<file path="src/hw/rtl/rcpb_pkg.sv">
// ----------------------------------------------------------------------------
// Ribbon control point builder package
// Shared widths, codes, state encoding and helper functions.
// ----------------------------------------------------------------------------
package rcpb_pkg;

    localparam int COORD_W = 24;   // Q15.8 coordinate
    localparam int DIFF_W  = 25;   // coordinate difference or sum
    localparam int VEC_W   = 57;   // exact cross product before rescaling
    localparam int SCL_W   = 31;   // rescaled vector component
    localparam int UNIT_W  = 18;   // Q1.16 unit vector component
    localparam int CFG_W   = 16;
    localparam int ADDR_W  = 3;
    localparam int MUL_W   = 32;
    localparam int RAD_W   = 62;   // sum of three squares
    localparam int ROOT_W  = 31;
    localparam int MAG_W   = 31;   // magnitude of a rescaled component
    localparam int PROD_W  = 35;   // Q8.8 times Q1.16
    localparam int CEN_W   = 41;   // Q.24 centre
    localparam int PT_W    = 42;   // Q.24 side point
    localparam int DATA_W  = 9 * COORD_W;

    localparam logic [1:0] CLS_HELIX  = 2'd0;
    localparam logic [1:0] CLS_STRAND = 2'd1;
    localparam logic [1:0] CLS_COIL   = 2'd2;
    localparam logic [1:0] CLS_TURN   = 2'd3;

    localparam logic [ADDR_W-1:0] CFG_HELIX_OFFSET = 3'd0;
    localparam logic [ADDR_W-1:0] CFG_WIDTH_HELIX  = 3'd1;
    localparam logic [ADDR_W-1:0] CFG_WIDTH_STRAND = 3'd2;
    localparam logic [ADDR_W-1:0] CFG_WIDTH_COIL   = 3'd3;
    localparam logic [ADDR_W-1:0] CFG_WIDTH_TURN   = 3'd4;

    localparam logic [CFG_W-1:0] RST_HELIX_OFFSET = 16'd384;
    localparam logic [CFG_W-1:0] RST_WIDTH_HELIX  = 16'd384;
    localparam logic [CFG_W-1:0] RST_WIDTH_STRAND = 16'd384;
    localparam logic [CFG_W-1:0] RST_WIDTH_COIL   = 16'd128;
    localparam logic [CFG_W-1:0] RST_WIDTH_TURN   = 16'd128;

    typedef enum logic [11:0] {
        ST_IDLE  = 12'b0000_0000_0001,
        ST_CROSS = 12'b0000_0000_0010,
        ST_FMAX  = 12'b0000_0000_0100,
        ST_SCALE = 12'b0000_0000_1000,
        ST_SQR   = 12'b0000_0001_0000,
        ST_ROOT  = 12'b0000_0010_0000,
        ST_DIVW  = 12'b0000_0100_0000,
        ST_DOT   = 12'b0000_1000_0000,
        ST_FLIP  = 12'b0001_0000_0000,
        ST_PROD  = 12'b0010_0000_0000,
        ST_CEN   = 12'b0100_0000_0000,
        ST_FIN   = 12'b1000_0000_0000
    } state_t;

    // Request to the root and divide unit.
    typedef struct packed {
        logic start;
        logic div;
    } rd_ctl_t;

    function automatic logic [1:0] idx_next(input logic [1:0] k);
        return (k == 2'd2) ? 2'd0 : k + 2'd1;
    endfunction

    function automatic logic [1:0] idx_prev(input logic [1:0] k);
        return (k == 2'd0) ? 2'd2 : k - 2'd1;
    endfunction

    // Round a Q.24 value to Q.8 and saturate to the coordinate range.
    function automatic logic [COORD_W-1:0] to_q8(input logic signed [PT_W-1:0] x);
        logic signed [PT_W:0]   t;
        logic signed [PT_W-16:0] s;
        t = (PT_W+1)'(x) + (PT_W+1)'(32768);
        s = (PT_W-15)'(t >>> 16);
        if (s > (PT_W-15)'(8388607)) begin
            return 24'h7FFFFF;
        end else if (s < -(PT_W-15)'(8388608)) begin
            return 24'h800000;
        end else begin
            return s[COORD_W-1:0];
        end
    endfunction

endpackage

</file>
<file path="src/hw/rtl/rcpb_mul.sv">
// ----------------------------------------------------------------------------
// Shared multiplier
// Signed 32 x 32 multiplier with a registered product.
// ----------------------------------------------------------------------------
module rcpb_mul import rcpb_pkg::*; (
    input  logic                        aclk,
    input  logic signed [MUL_W-1:0]     op_a,
    input  logic signed [MUL_W-1:0]     op_b,
    output logic signed [2*MUL_W-1:0]   prod_reg
);

    always_ff @(posedge aclk) begin
        prod_reg <= op_a * op_b;
    end

endmodule

</file>
<file path="config.mk">
export PLATFORM = sky130hd
export DESIGN_NAME = rcpb_mul
export DESIGN_NICKNAME = d
export VERILOG_FILES = /design/src/hw/rtl/rcpb_pkg.sv /design/src/hw/rtl/rcpb_mul.sv
export SDC_FILE = /design/constraint.sdc
export NUM_CORES = 2
export LEC_CHECK = 0
export BUFFER_PORTS_ARGS = -buffer_cell sky130_fd_sc_hd__buf_2
export CAP_MARGIN = 20
export CELL_PAD_IN_SITES_DETAIL_PLACEMENT = 1
export CELL_PAD_IN_SITES_GLOBAL_PLACEMENT = 1
export CORE_ASPECT_RATIO = 1.25
export CORE_MARGIN = 2
export CORE_UTILIZATION = 23
export CTS_CLUSTER_SIZE = 14
export DETAILED_ROUTE_END_ITERATION = 8
export PLACE_DENSITY_LB_ADDON = 0.1
export SYNTH_ARGS = -nofsm -noshare
export SYNTH_HDL_FRONTEND = slang
export SYNTH_SLANG_ARGS = --single-unit
export TNS_END_PERCENT = 1
</file>
<file path="constraint.sdc">
create_clock -name aclk -period 16.55 [get_ports aclk]
set_clock_uncertainty 0.05 [all_clocks]
set_input_delay 1.655 -clock aclk [delete_from_list [all_inputs] [get_ports aclk]]
set_output_delay 1.655 -clock aclk [all_outputs]
set_load 0.02 [all_outputs]
</file>
==> impl_results.md <==
- Yosys warns: 0
- CTS tree: yes
- Yosys top cell area share: 58.2%
- Vias/cell: 4.17
- Syn nets: 5,215
- Synth unique cells: 63
- Core area: 0.161 mm^2
- Max Transition Viols Final: 0
- Placed instance area: 0.0403 mm^2
- Slew @ Worst Pin: 1030 ps
- Worst path arrival time: 10,840 ps
- Primary FF master, synth: dfxtp_1
- Multi-input logic area: 0.0316 mm^2
- Via count: 25,287
- Placed insts: 6,046
- Total Wirelength: 138,000 um
- H-tree Lvls: 3
- Crit-path max FO: 32
- Ys async rst share: 0%
- Mean area per synthesized cell: 9.59 um^2
- Largest register FFs: 64
- FILL cells: 18,524
- Chip Height: 454 um
- Critical Path End Type: flip-flop
- I/O pin total: 129
- Worst rel slew slack: 31.5%
- Initial antenna violation count: 16
- Number of synthesized register bits: 64
- Vias in the first global route: 31,089
- Hpwl dp: 112,000 um
- Pre-antenna DRT Iters: 4
- Seq/Total Area, Yosys: 3.44%
- Cell taking the most area after synthesis: fa_1
- Final period utilization: 63.5%
- Congestion Overflow GR: 0
- Die width: 364 um
- Starting DRT DRC Count: 688
- Starting density of the core: 23.1%
- GPL Wtd Cong: 0.774
- Outcome: complete, no violations
- Worst setup SP type: input pin
- First-pass GRT wire length: 210,000 um
- Max-cap violation count: 0
- Post-CTS setup buffers: 0
- Most common cell after layout, fill and taps aside: fa_1
- Hold_buf cts: 0
- F_max: 95.2 MHz
- Die area: 0.165 mm^2
- Hold Crit Class: in -> reg
- Resize count post-CTS: 0
- Commonest cells after routing, fill and taps aside: 1,082 x fa_1, 952 x inv_1, 516 x and2_1, 511 x nand2_1, 184 x ha_1
- Setup_tns: 0 ps
- DR DRC count: 0
- Post-synth EDFFs: 0
- Final ANT Viol Nets: 0
- Final min period: 10,500 ps
- Synth area leaders: fa_1 58%, inv_1 9.6%, and2_1 8.7%
- Syn Std Cell Area: 0.0372 mm^2
- WS Path Type: in -> reg
- CTS max path bufs: 2
- RSZ-0062 raised after global routing: no
- Register Area: 0.00128 mm^2
- Design area: 0.0406 mm^2
- Endpoints failing setup: 0
- Hold_ws: 1600 ps
- CTS Buf Count: 9
- Layout area overhead: 9.13%
- Syn Inst Count: 3,884
- Clock-pin slew on the worst setup and hold paths: 60 ps
- Fin cells: 6,065
- Root Driver: clkbuf_16
- Final hold vios: 0
- Final nets: 5,217
- Share of cells above drive strength 1: 5.83%
- Tot GR Track Use: 17.7%
- Port bufs: 128
- Drt wl/cell: 22.8 um
- Site Rows: 165
- Largest net degree at the start of global routing: 33
- WP data required: 16,880 ps
- Clock Sinks: 64
-- cell families after synthesis --
logic type | count (synthesis) | synth area share [%]
adders and majority gates | 1266 | 64.3
buffers and inverters | 1152 | 11.6
and+or+nand+nor | 1134 | 15.4
AOI/OAI and AO/OA | 193 | 3.46
xor gates and xnor gates | 75 | 1.76
DFF | 64 | 3.44
-- critical path, cell delays in order --
cell      delay, ps
buf_2           590
and2_1          250
fa_1            420
inv_1           280
fa_1            480
inv_1           250
fa_1            510
fa_1            960
inv_1           490
fa_1            620
inv_1            60
fa_1            550
inv_1            50
fa_1            530
inv_1            70
fa_1            500
ha_1            430
and3_1          280
nand2_1         100
or3_1           380
o22a_1          190
o211ai_1        120
buf_4           230
a31oi_1         240
o31ai_1         380
xor2_1          180
-- per-layer routing --
| metal | share of wire [%] | track usage, % |
|---|---|---|
| met3 | 1.6 | 1.30 |
| met4 | 2.4 | 4.84 |
| met5 | 0.074 | 0 |
| met2 | 59 | 36.0 |
| met1 | 37 | 19.2 |
-- per-stage QoR --
stage          setup slack, ps  util (%)
2_1_floorplan             7580         -
3_3_place_gp              5430      25.0
3_5_place_dp              5430      25.0
4_1_cts                   5900      25.2
5_1_grt                   5620      25.2
6_report                  6050      25.2
-- final timing paths --
| check | startpoint | end | slack [ps] | cells past startpoint |
|---|---|---|---|---|
| hold / removal | op_a[0] | prod_reg[0] | 1600 | 2 |
| setup / recovery | op_b[7] | prod_reg[62] | 6050 | 26 |
-- cell type report --
class,instances,area share (%)
timing repair buffer,191,2.75
clock buffer,13,0.616
inverter,952,8.79
sequential,64,3.15
antenna,3,0.0185
clock inverter,3,0.160
tap,2171,6.68
multi-input combinational,2668,77.8
-- Yosys cell counts, types with 2 or more instances --
master,instances
a21oi_1,68
nand3_1,15
o21ai_2,2
clkbuf_1,195
o31ai_1,6
dfxtp_1,64
nor2_1,42
a211oi_2,3
nand2b_1,9
buf_2,3
o21bai_1,15
inv_1,952
xor2_1,22
a21o_1,23
fa_1,1082
or3_1,4
a31oi_1,12
a21boi_0,3
o21a_1,4
nand2_1,511
ha_1,184
a21o_2,2
nand4_1,7
a211oi_1,4
nor3_1,6
o22a_1,2
o211ai_1,3
buf_1,2
and3_1,7
and4_1,3
and2_1,516
o21ai_0,28
nor2b_1,3
xnor2_1,53
Power is left out: the tool's default activity adds up to more than one toggle a clock period on the data nets, which glitch-free logic cannot reach.
