--- config.mk ---
export PLATFORM = sky130hd
export DESIGN_NAME = rcpb_rootdiv
export DESIGN_NICKNAME = d
export VERILOG_FILES = /design/src/hw/rtl/rcpb_pkg.sv /design/src/hw/rtl/rcpb_rootdiv.sv
export SDC_FILE = /design/constraint.sdc
export NUM_CORES = 1
export LEC_CHECK = 0
export ABC_AREA = 1
export BUFFER_PORTS_ARGS = -buffer_cell sky130_fd_sc_hd__buf_2
export CAP_MARGIN = 25
export CORE_UTILIZATION = 57
export CTS_CLUSTER_SIZE = 30
export DETAILED_ROUTE_END_ITERATION = 12
export HOLD_SLACK_MARGIN = 0.15
export PLACE_DENSITY = 0.87
export SYNTH_ARGS = -nofsm -noshare
export SYNTH_HDL_FRONTEND = slang
export SYNTH_SLANG_ARGS = --single-unit
--- constraint.sdc ---
create_clock -name aclk -period 4.78 [get_ports aclk]
set_input_delay 0.478 -clock aclk [delete_from_list [all_inputs] [get_ports aclk]]
set_output_delay 0.478 -clock aclk [all_outputs]
set_load 0.01 [all_outputs]
--- src/hw/rtl/rcpb_pkg.sv ---
// ----------------------------------------------------------------------------
// Ribbon control point builder package
// Shared widths, codes, state encoding and helper functions.
// ----------------------------------------------------------------------------
package rcpb_pkg;

    localparam int COORD_W = 24;   // Q15.8 coordinate
    localparam int DIFF_W  = 25;   // coordinate difference or sum
    localparam int VEC_W   = 57;   // exact cross product before rescaling
    localparam int SCL_W   = 31;   // rescaled vector component
    localparam int UNIT_W  = 18;   // Q1.16 unit vector component
    localparam int CFG_W   = 16;
    localparam int ADDR_W  = 3;
    localparam int MUL_W   = 32;
    localparam int RAD_W   = 62;   // sum of three squares
    localparam int ROOT_W  = 31;
    localparam int MAG_W   = 31;   // magnitude of a rescaled component
    localparam int PROD_W  = 35;   // Q8.8 times Q1.16
    localparam int CEN_W   = 41;   // Q.24 centre
    localparam int PT_W    = 42;   // Q.24 side point
    localparam int DATA_W  = 9 * COORD_W;

    localparam logic [1:0] CLS_HELIX  = 2'd0;
    localparam logic [1:0] CLS_STRAND = 2'd1;
    localparam logic [1:0] CLS_COIL   = 2'd2;
    localparam logic [1:0] CLS_TURN   = 2'd3;

    localparam logic [ADDR_W-1:0] CFG_HELIX_OFFSET = 3'd0;
    localparam logic [ADDR_W-1:0] CFG_WIDTH_HELIX  = 3'd1;
    localparam logic [ADDR_W-1:0] CFG_WIDTH_STRAND = 3'd2;
    localparam logic [ADDR_W-1:0] CFG_WIDTH_COIL   = 3'd3;
    localparam logic [ADDR_W-1:0] CFG_WIDTH_TURN   = 3'd4;

    localparam logic [CFG_W-1:0] RST_HELIX_OFFSET = 16'd384;
    localparam logic [CFG_W-1:0] RST_WIDTH_HELIX  = 16'd384;
    localparam logic [CFG_W-1:0] RST_WIDTH_STRAND = 16'd384;
    localparam logic [CFG_W-1:0] RST_WIDTH_COIL   = 16'd128;
    localparam logic [CFG_W-1:0] RST_WIDTH_TURN   = 16'd128;

    typedef enum logic [11:0] {
        ST_IDLE  = 12'b0000_0000_0001,
        ST_CROSS = 12'b0000_0000_0010,
        ST_FMAX  = 12'b0000_0000_0100,
        ST_SCALE = 12'b0000_0000_1000,
        ST_SQR   = 12'b0000_0001_0000,
        ST_ROOT  = 12'b0000_0010_0000,
        ST_DIVW  = 12'b0000_0100_0000,
        ST_DOT   = 12'b0000_1000_0000,
        ST_FLIP  = 12'b0001_0000_0000,
        ST_PROD  = 12'b0010_0000_0000,
        ST_CEN   = 12'b0100_0000_0000,
        ST_FIN   = 12'b1000_0000_0000
    } state_t;

    // Request to the root and divide unit.
    typedef struct packed {
        logic start;
        logic div;
    } rd_ctl_t;

    function automatic logic [1:0] idx_next(input logic [1:0] k);
        return (k == 2'd2) ? 2'd0 : k + 2'd1;
    endfunction

    function automatic logic [1:0] idx_prev(input logic [1:0] k);
        return (k == 2'd0) ? 2'd2 : k - 2'd1;
    endfunction

    // Round a Q.24 value to Q.8 and saturate to the coordinate range.
    function automatic logic [COORD_W-1:0] to_q8(input logic signed [PT_W-1:0] x);
        logic signed [PT_W:0]   t;
        logic signed [PT_W-16:0] s;
        t = (PT_W+1)'(x) + (PT_W+1)'(32768);
        s = (PT_W-15)'(t >>> 16);
        if (s > (PT_W-15)'(8388607)) begin
            return 24'h7FFFFF;
        end else if (s < -(PT_W-15)'(8388608)) begin
            return 24'h800000;
        end else begin
            return s[COORD_W-1:0];
        end
    endfunction

endpackage

--- src/hw/rtl/rcpb_rootdiv.sv ---
// ----------------------------------------------------------------------------
// Root and divide unit
// Bit-serial integer square root (one result bit per cycle) and restoring
// division for the rounded unit vector component (one quotient bit per cycle).
// ----------------------------------------------------------------------------
module rcpb_rootdiv import rcpb_pkg::*; (
    input  logic                aclk,
    input  logic                aresetn,
    input  rd_ctl_t             ctl,
    input  logic [RAD_W-1:0]    rad,
    input  logic [MAG_W-1:0]    mag,
    input  logic [ROOT_W-1:0]   root,
    output logic                done_reg,
    output logic [ROOT_W-1:0]   res
);

    localparam int QB = 18;

    logic              busy_reg;
    logic              div_reg;
    logic [4:0]        cnt_reg;
    logic [RAD_W-1:0]  rem_reg;
    logic [RAD_W:0]    r_reg;
    logic [RAD_W:0]    bit_reg;
    logic [31:0]       drem_reg;
    logic [QB-1:0]     dlo_reg;
    logic [QB-1:0]     q_reg;
    logic [31:0]       dvs_reg;

    logic [RAD_W:0]    trial;
    logic              sq_ge;
    logic [32:0]       dtrial;
    logic              d_ge;
    logic [47:0]       num;

    assign trial  = r_reg + bit_reg;
    assign sq_ge  = {1'b0, rem_reg} >= trial;
    assign dtrial = {drem_reg, dlo_reg[QB-1]};
    assign d_ge   = dtrial >= {1'b0, dvs_reg};
    assign num    = 48'({mag, 17'b0}) + 48'(root);
    assign res    = div_reg ? ROOT_W'(q_reg) : r_reg[ROOT_W-1:0];

    always_ff @(posedge aclk) begin
        if (!aresetn) begin
            busy_reg <= 1'b0;
            done_reg <= 1'b0;
        end else begin
            done_reg <= 1'b0;
            if (ctl.start) begin
                busy_reg <= 1'b1;
            end else if (busy_reg && cnt_reg == 5'd0) begin
                busy_reg <= 1'b0;
                done_reg <= 1'b1;
            end
        end
    end

    always_ff @(posedge aclk) begin
        if (ctl.start) begin
            div_reg  <= ctl.div;
            rem_reg  <= rad;
            r_reg    <= '0;
            bit_reg  <= (RAD_W+1)'(1) << (RAD_W - 2 + 2);
            // The quotient is at most 2^16, so the upper numerator bits are
            // already below the divisor.
            drem_reg <= 32'(num[47:QB]);
            dlo_reg  <= num[QB-1:0];
            q_reg    <= '0;
            dvs_reg  <= {root, 1'b0};
            cnt_reg  <= ctl.div ? 5'(QB - 1) : 5'(ROOT_W);
        end else if (busy_reg) begin
            cnt_reg <= cnt_reg - 5'd1;
            if (div_reg) begin
                drem_reg <= d_ge ? 32'(dtrial - {1'b0, dvs_reg}) : dtrial[31:0];
                dlo_reg  <= {dlo_reg[QB-2:0], 1'b0};
                q_reg    <= {q_reg[QB-2:0], d_ge};
            end else begin
                if (sq_ge) begin
                    rem_reg <= rem_reg - trial[RAD_W-1:0];
                    r_reg   <= (r_reg >> 1) + bit_reg;
                end else begin
                    r_reg   <= r_reg >> 1;
                end
                bit_reg <= bit_reg >> 2;
            end
        end
    end

endmodule

==> metrics.txt, run 1 <==
post-synthesis area per instance=6.358 um^2; Least-Margin Pin Slew=1.033 ns; met2 Use GR=0.6477; routing usage on met1=0.5221; final setup violation count=0; Yosys top cell by area=edfxtp_1; die width=212.0 um; Post-Layout Cell Count=4812; post-synthesis cell type count=54; Routability Congestion=1.061; number of sinks on the clock net=264; Setup Crit Path Kind=flip-flop to flip-flop; final hold slack=0.1788 ns; number of nets in the layout=4504; Gate Count Post-Synth=3953; Worst VDD drop=434.4 uV; IO Count=160; Final Skew=0.03027 ns; met3 Use GR=0.05583; dpl hpwl=70.00 mm; minimum clock period=4.581 ns; vias per inst=5.889; synthesized area=25130 um^2; Remaining Overflow, GRT=0; Synth top area share=0.1756; Synth async-reset ratio=0; Crit path largest cell delay=0.42 ns; Hold Crit Class=input port to flip-flop; Worst EP required=5.06 ns; CP Buf/Inv Count=3; std cell rows=76; Final Hold Viols=0; max FFs per register=63; critical path's most frequent cell=nand2_1; most frequent cells after synthesis=nand2_1 (1035), inv_1 (534), nor2_1 (438); clk buf depth=3; Max Cap Viol=0; Mapped Nets=4256; worst rel slew slack=0.3115; run status=finished, final reports clean; 1st-iter DRT viols=3386; Crit-path slowest cell=ha_1; count leader, synth=nand2_1; Crit Path Max Fanout=7; sequential area share after synthesis=0.2688; vias in the first global route=26010; Final Max Slew Viols=0; Setup WS pre-CTS=0.04848 ns; # fillers=3850; Pleak=13.12 nW; period utilization=0.9584; Starting Density=0.5809; Reg clk slew, reported paths=0.07 ns; CTS root buffer=clkbuf_16; final wirelength=91.86 mm; die span in y=212.0 um; Max Freq=0.2183 GHz; Buffers on Ports=159; Worst Setup Slack, final=0.1989 ns; first-pass GRT wire length=139.4 mm; diode count=0; gr busiest metal=met2; Worst path top cell family by delay=simple AND/OR/NAND/NOR gates; setup total negative slack=0 ns; Worst Setup Start Kind=flip-flop; drt first pass iters=6; DR DRC count=0; Cells after DPL=4701; Power Density=310.0 nW/um^2; EDFF count, synth=147; TritonCTS clock tree=done; Yosys Warn Count=0; H-tree levels=2; CP arrival=4.86 ns; post-route ant nets=0; pin count of the biggest net entering global routing=96; total die area=44940 um^2; synth-to-layout area growth=16.57%; GRT Total Usage=0.3976; Avg WL per Cell=19.09 um; Core ar.=43270 um^2; main flop type after synthesis=edfxtp_1; Clock Latency Late Sink=0.58 ns; Vias=28340; critical path endpoint category=flip-flop; layout cell share with drive strength beyond 1=0.1119; largest cells by area after synthesis=edfxtp_1 (18%), nand2_1 (15%), dfxtp_1 (9.3%), ha_1 (8.6%), inv_1 (8.0%); initial antenna violation count=1; CTS buffer count=34; #FFs+latches synth=264; Pwr Total=9.082 mW
where the power goes:
group,switching (mW),internal (mW),total (mW)
logic,2.28,1.29,3.58
clock network,1.15,1.50,2.65
registers,0.164,2.69,2.85
total,3.60,5.49,9.08
routing by layer:
| layer | up-vias | part of all wire |
|---|---|---|
| li1 | 13540 | - |
| met1 | 12940 | 0.41 |
| met2 | 1596 | 0.45 |
| met3 | 258 | 0.093 |
| met4 | 2 | 0.049 |
| met5 | - | 0.00019 |
kinds of logic after synthesis:
group | count (synthesis) | synth area share
AOI/OAI and AO/OA | 769 | 0.1663
xor gates and xnor gates | 158 | 0.05506
adders and majority gates | 175 | 0.08801
buffers and inverters | 648 | 0.09986
DFF | 264 | 0.2688
and+or+nand+nor | 1939 | 0.3220
path summary, 6_finish.rpt:
kind | cells after the start | end | from | slack (ns)
setup / recovery | 26 | rem_reg[40] | bit_reg[18] | 0.20
hold / removal | 3 | rem_reg[51] | rad[51] | 0.18
setup reg to reg | 26 | rem_reg[40] | bit_reg[18] | 0.20
hold reg to reg | 2 | q_reg[7] | q_reg[6] | 0.49
stage by stage:
step | util | instance area, um^2
2_1_floorplan | - | 25140
3_3_place_gp | 0.6276 | 27160
3_5_place_dp | 0.6276 | 27160
4_1_cts | 0.6612 | 28610
5_1_grt | 0.6772 | 29300
6_report | 0.6772 | 29300
final cells by class:
| class | count | area [um^2] | share of cell area |
|---|---|---|---|
| Timing Repair Buffer | 319 | 2345 | 0.08003 |
| Inverter | 540 | 2029 | 0.06927 |
| Tap cell | 585 | 732.0 | 0.02498 |
| Sequential cell | 264 | 6758 | 0.2306 |
| Clock inverter | 21 | 241.5 | 0.008242 |
| Multi-Input combinational cell | 3042 | 16320 | 0.5569 |
| Clock buffer | 41 | 877.1 | 0.02994 |
layout by cell type (no fill, tap or decap), types with 39 or more instances in the layout:
cell       instances
ha_1             159
edfxtp_1         147
xnor2_1           70
a21oi_1          300
o21ai_0          269
buf_4            106
nor2_1           422
dfxtp_1          116
xor2_1            83
o21ai_1           41
buf_2            158
nand4_1           39
nand3_1          307
inv_1            532
nand2_1         1024
clkbuf_16         40
worst min-delay path, stage by stage:
cell and delay [ns]:
buf_2 0.07, nand2_1 0.04, nand2_1 0.06
timing repair:
action,CTS,global route
gates cloned,0,11
setup endpoints to repair,7,145
pin swaps,0,19
hold buffers,33,0
endpoints found under the hold margin,34,0
setup buffers,0,4
resized for setup,1,101
(Power assumes the default switching activity.)
==> inputs of run 2 (changes only) <==
Settings changed: ABC_AREA 1 to not set, CORE_UTILIZATION 57 to 56, PLACE_DENSITY 0.87 to 0.86, SLEW_MARGIN set to 5.
==> metrics.txt, run 2 <==
run status=finished, violations left (was finished, final reports clean); failing checks=negative setup slack; main flop type after synthesis=edfxtp_1 (unchanged); Remaining Overflow, GRT=0 (unchanged); Mapped Nets=2877 (was 4256); Crit path largest cell delay=0.56 ns (was 0.42 ns); Core ar.=37670 um^2 (was 43270 um^2); Reg clk slew, reported paths=0.07 ns (about the same); CP Buf/Inv Count=2 (was 3); number of sinks on the clock net=264 (unchanged); DR DRC count=0 (unchanged); Final Hold Viols=0 (unchanged); Starting Density=0.5689 (was 0.5809); Crit Path Max Fanout=30 (was 7); P_int=6.154 mW (was 5.487 mW); Net Sw Power=3.490 mW (was 3.596 mW); logic gate share of total power=0.436 (was 0.394); number of nets in the layout=3394 (was 4504); first-pass GRT wire length=111.0 mm (was 139.4 mm); IO Count=160 (unchanged); std cell rows=71 (was 76); layout cell share with drive strength beyond 1=0.2931 (was 0.1119); clk buf depth=3 (unchanged); Setup Crit Path Kind=flip-flop to flip-flop (unchanged); EDFF count, synth=147 (unchanged); Cells after DPL=3476 (was 4701); Synth top area share=0.2060 (was 0.1756); Final Max Slew Viols=0 (unchanged); Worst Setup Slack, final=-1.432 ns (was 0.1989 ns); most frequent cells in the layout=buf_4 (385), nand2_1 (298), a21oi_1 (169), o21ai_0 (167), ha_1 (160) (was nand2_1 (1024), inv_1 (532), nor2_1 (422), nand3_1 (307), a21oi_1 (300)); Power Density=337.2 nW/um^2 (was 310.0 nW/um^2); Routability Congestion=1.023 (was 1.061); final wirelength=76.45 mm (was 91.86 mm); Synth async-reset ratio=0 (unchanged); minimum clock period=6.212 ns (was 4.581 ns); Buffers on Ports=159 (unchanged); # fillers=2367 (was 3850); #FFs+latches synth=264 (unchanged); Worst EP required=5.27 ns (was 5.06 ns); Sw Ratio=0.3619 (was 0.3959); Worst path top cell family by delay=compound AO/OA/AOI/OAI gates (was simple AND/OR/NAND/NOR gates); Gate Count Post-Synth=2574 (was 3953); commonest non-fill, non-tap cell in the layout=buf_4 (was nand2_1); sequential area share after synthesis=0.3153 (was 0.2688); pin count of the biggest net entering global routing=126 (was 96); dpl hpwl=49.58 mm (was 70.00 mm); Clock Latency Late Sink=0.60 ns (was 0.58 ns); Avg WL per Cell=21.10 um (was 19.09 um); synth-to-layout area growth=33.47% (was 16.57%); max FFs per register=63 (unchanged); Pwr Total=9.644 mW (was 9.082 mW); diode count=0 (unchanged); initial antenna violation count=0 (was 1); vias per inst=6.487 (was 5.889); most frequent cells after synthesis=nand2_1 (319), a21oi_1 (203), o21ai_0 (202) (was nand2_1 (1035), inv_1 (534), nor2_1 (438)); Post-Layout Cell Count=3623 (was 4812); Final Skew=0.01645 ns (was 0.03027 ns); final instance area=28600 um^2 (was 29300 um^2); total die area=39050 um^2 (was 44940 um^2); die width=197.6 um (was 212.0 um); period utilization=1.300 (was 0.9584); setup total negative slack=-170.03 ns (was 0 ns); CTS root buffer=clkbuf_16 (unchanged); Yosys top cell by area=edfxtp_1 (unchanged); post-synthesis area per instance=8.324 um^2 (was 6.358 um^2); Pleak=12.04 nW (was 13.12 nW); Hold Crit Class=input port to flip-flop (unchanged); critical path endpoint category=flip-flop (unchanged); CTS buffer count=29 (was 34); die span in y=197.6 um (was 212.0 um); worst rel slew slack=0.3674 (was 0.3115); synthesized area=21430 um^2 (was 25130 um^2); TritonCTS clock tree=done (unchanged); crit path cell chain=ha_4, nand4_1, or4_4, a311o_1, a211oi_2, o2111ai_2, buf_4, a2111oi_4, nor2_1, xor2_1, ha_1, and3_1, nand2_1, nor2_4, nand4_1, nor3_4, a211oi_2, a21oi_1, o21a_2, o21ai_4, buf_12, or3_1, a311oi_2; Max Freq=0.1610 GHz (was 0.2183 GHz); Seq pwr share=0.297 (was 0.314); Max Cap Viol=0 (unchanged); CP arrival=6.70 ns (was 4.86 ns); Worst VDD drop=327.2 uV (was 434.4 uV); post-synthesis cell type count=80 (was 54); clock power share=0.267 (was 0.292); Worst Setup Start Kind=flip-flop (unchanged); placed inst area=25340 um^2 (was 27160 um^2); Least-Margin Pin Slew=0.9489 ns (was 1.033 ns); drt first pass iters=6 (unchanged); vias in the first global route=22190 (was 26010); post-route ant nets=0 (unchanged); largest cells by area after synthesis=edfxtp_1 (21%), dfxtp_1 (11%), ha_1 (10%), nand2_1 (5.6%), a21oi_1 (4.7%) (was edfxtp_1 (18%), nand2_1 (15%), dfxtp_1 (9.3%), ha_1 (8.6%), inv_1 (8.0%)); Vias=23500 (was 28340); 1st-iter DRT viols=2633 (was 3386); GRT Total Usage=0.3517 (was 0.3976); count leader, synth=nand2_1 (unchanged); Yosys Warn Count=0 (unchanged); H-tree levels=1 (was 2); RSZ-0062 raised after global routing=true; Crit-path slowest cell=or4_4 (was ha_1); final setup violation count=148 (was 0)
run 2: logic make-up (layout without fill, tap and decap cells):
kind of cell | Yosys count | in the layout | synth area share
buf+inv | 238 | 776 | 0.04362
fa+ha+maj | 175 | 175 | 0.1032
compound gates | 835 | 835 | 0.2537
mux | 49 | 49 | 0.02523
xor+xnor | 196 | 196 | 0.08012
flops | 264 | 264 | 0.3153
simple gates | 817 | 817 | 0.1788
run 2: worst min-delay path, stage by stage:
cell,delay (ns)
buf_2,0.08
nand2_1,0.04
o21ai_0,0.06
run 2: path summary, 6_finish.rpt:
| path | to | slack (ns) | cells after the start | start |
|---|---|---|---|---|
| max reg2reg | r_reg[13] | -1.43 | 23 | bit_reg[12] |
| min reg2reg | q_reg[0] | 0.48 | 2 | q_reg[0] |
| min | rem_reg[27] | 0.16 | 3 | rad[27] |
| max | r_reg[13] | -1.43 | 23 | bit_reg[12] |
run 2: power by group through the flow:
stage	Combinational (mW)	Clock, mW	Sequential [mW]
floorplan	2.21	0	2.83
global placement	3.37	0	2.88
detailed placement	3.49	0	2.89
CTS	3.78	2.56	2.85
global route	4.48	2.63	2.88
finish	4.20	2.58	2.86
run 2: final cells by class:
class | instances | area, um^2 | area share
multi-input combinational | 2072 | 15000 | 0.5245
sequential | 264 | 6769 | 0.2367
inverter | 98 | 367.9 | 0.01286
timing repair buffer | 626 | 4753 | 0.1662
clock buffer | 37 | 839.6 | 0.02936
tap | 511 | 639.4 | 0.02236
clock inverter | 15 | 230.2 | 0.008050
run 2: through the flow:
step	hold WS (ns)	worst slack, ns	util
CTS	0.1543	-1.121	0.7341
global route	0.1761	-1.463	0.7592
global placement	0.4519	-1.532	0.6727
detailed placement	0.4691	-1.737	0.6727
floorplan	0.4317	-1.309	-
finish	0.1626	-1.432	0.7592
run 2: what timing repair did:
action,4_1_cts,5_1_grt
pin swaps,101,90
endpoints found under the setup margin,146,158
endpoints found under the hold margin,36,0
hold buffers,35,0
buffers inserted,24,39
gates resized for setup,133,162
gates cloned,6,0
run 2: layer usage:
layer / part of all wire / track usage / up-vias / wire length, um
met5: 0 / 0 / - / 0
met4: 0.066 / 0.1708 / 0 / 5055
met3: 0.087 / 0.04900 / 412 / 6643
met2: 0.48 / 0.6124 / 1481 / 36460
met1: 0.37 / 0.4250 / 11080 / 28290
li1: - / - / 10530 / -
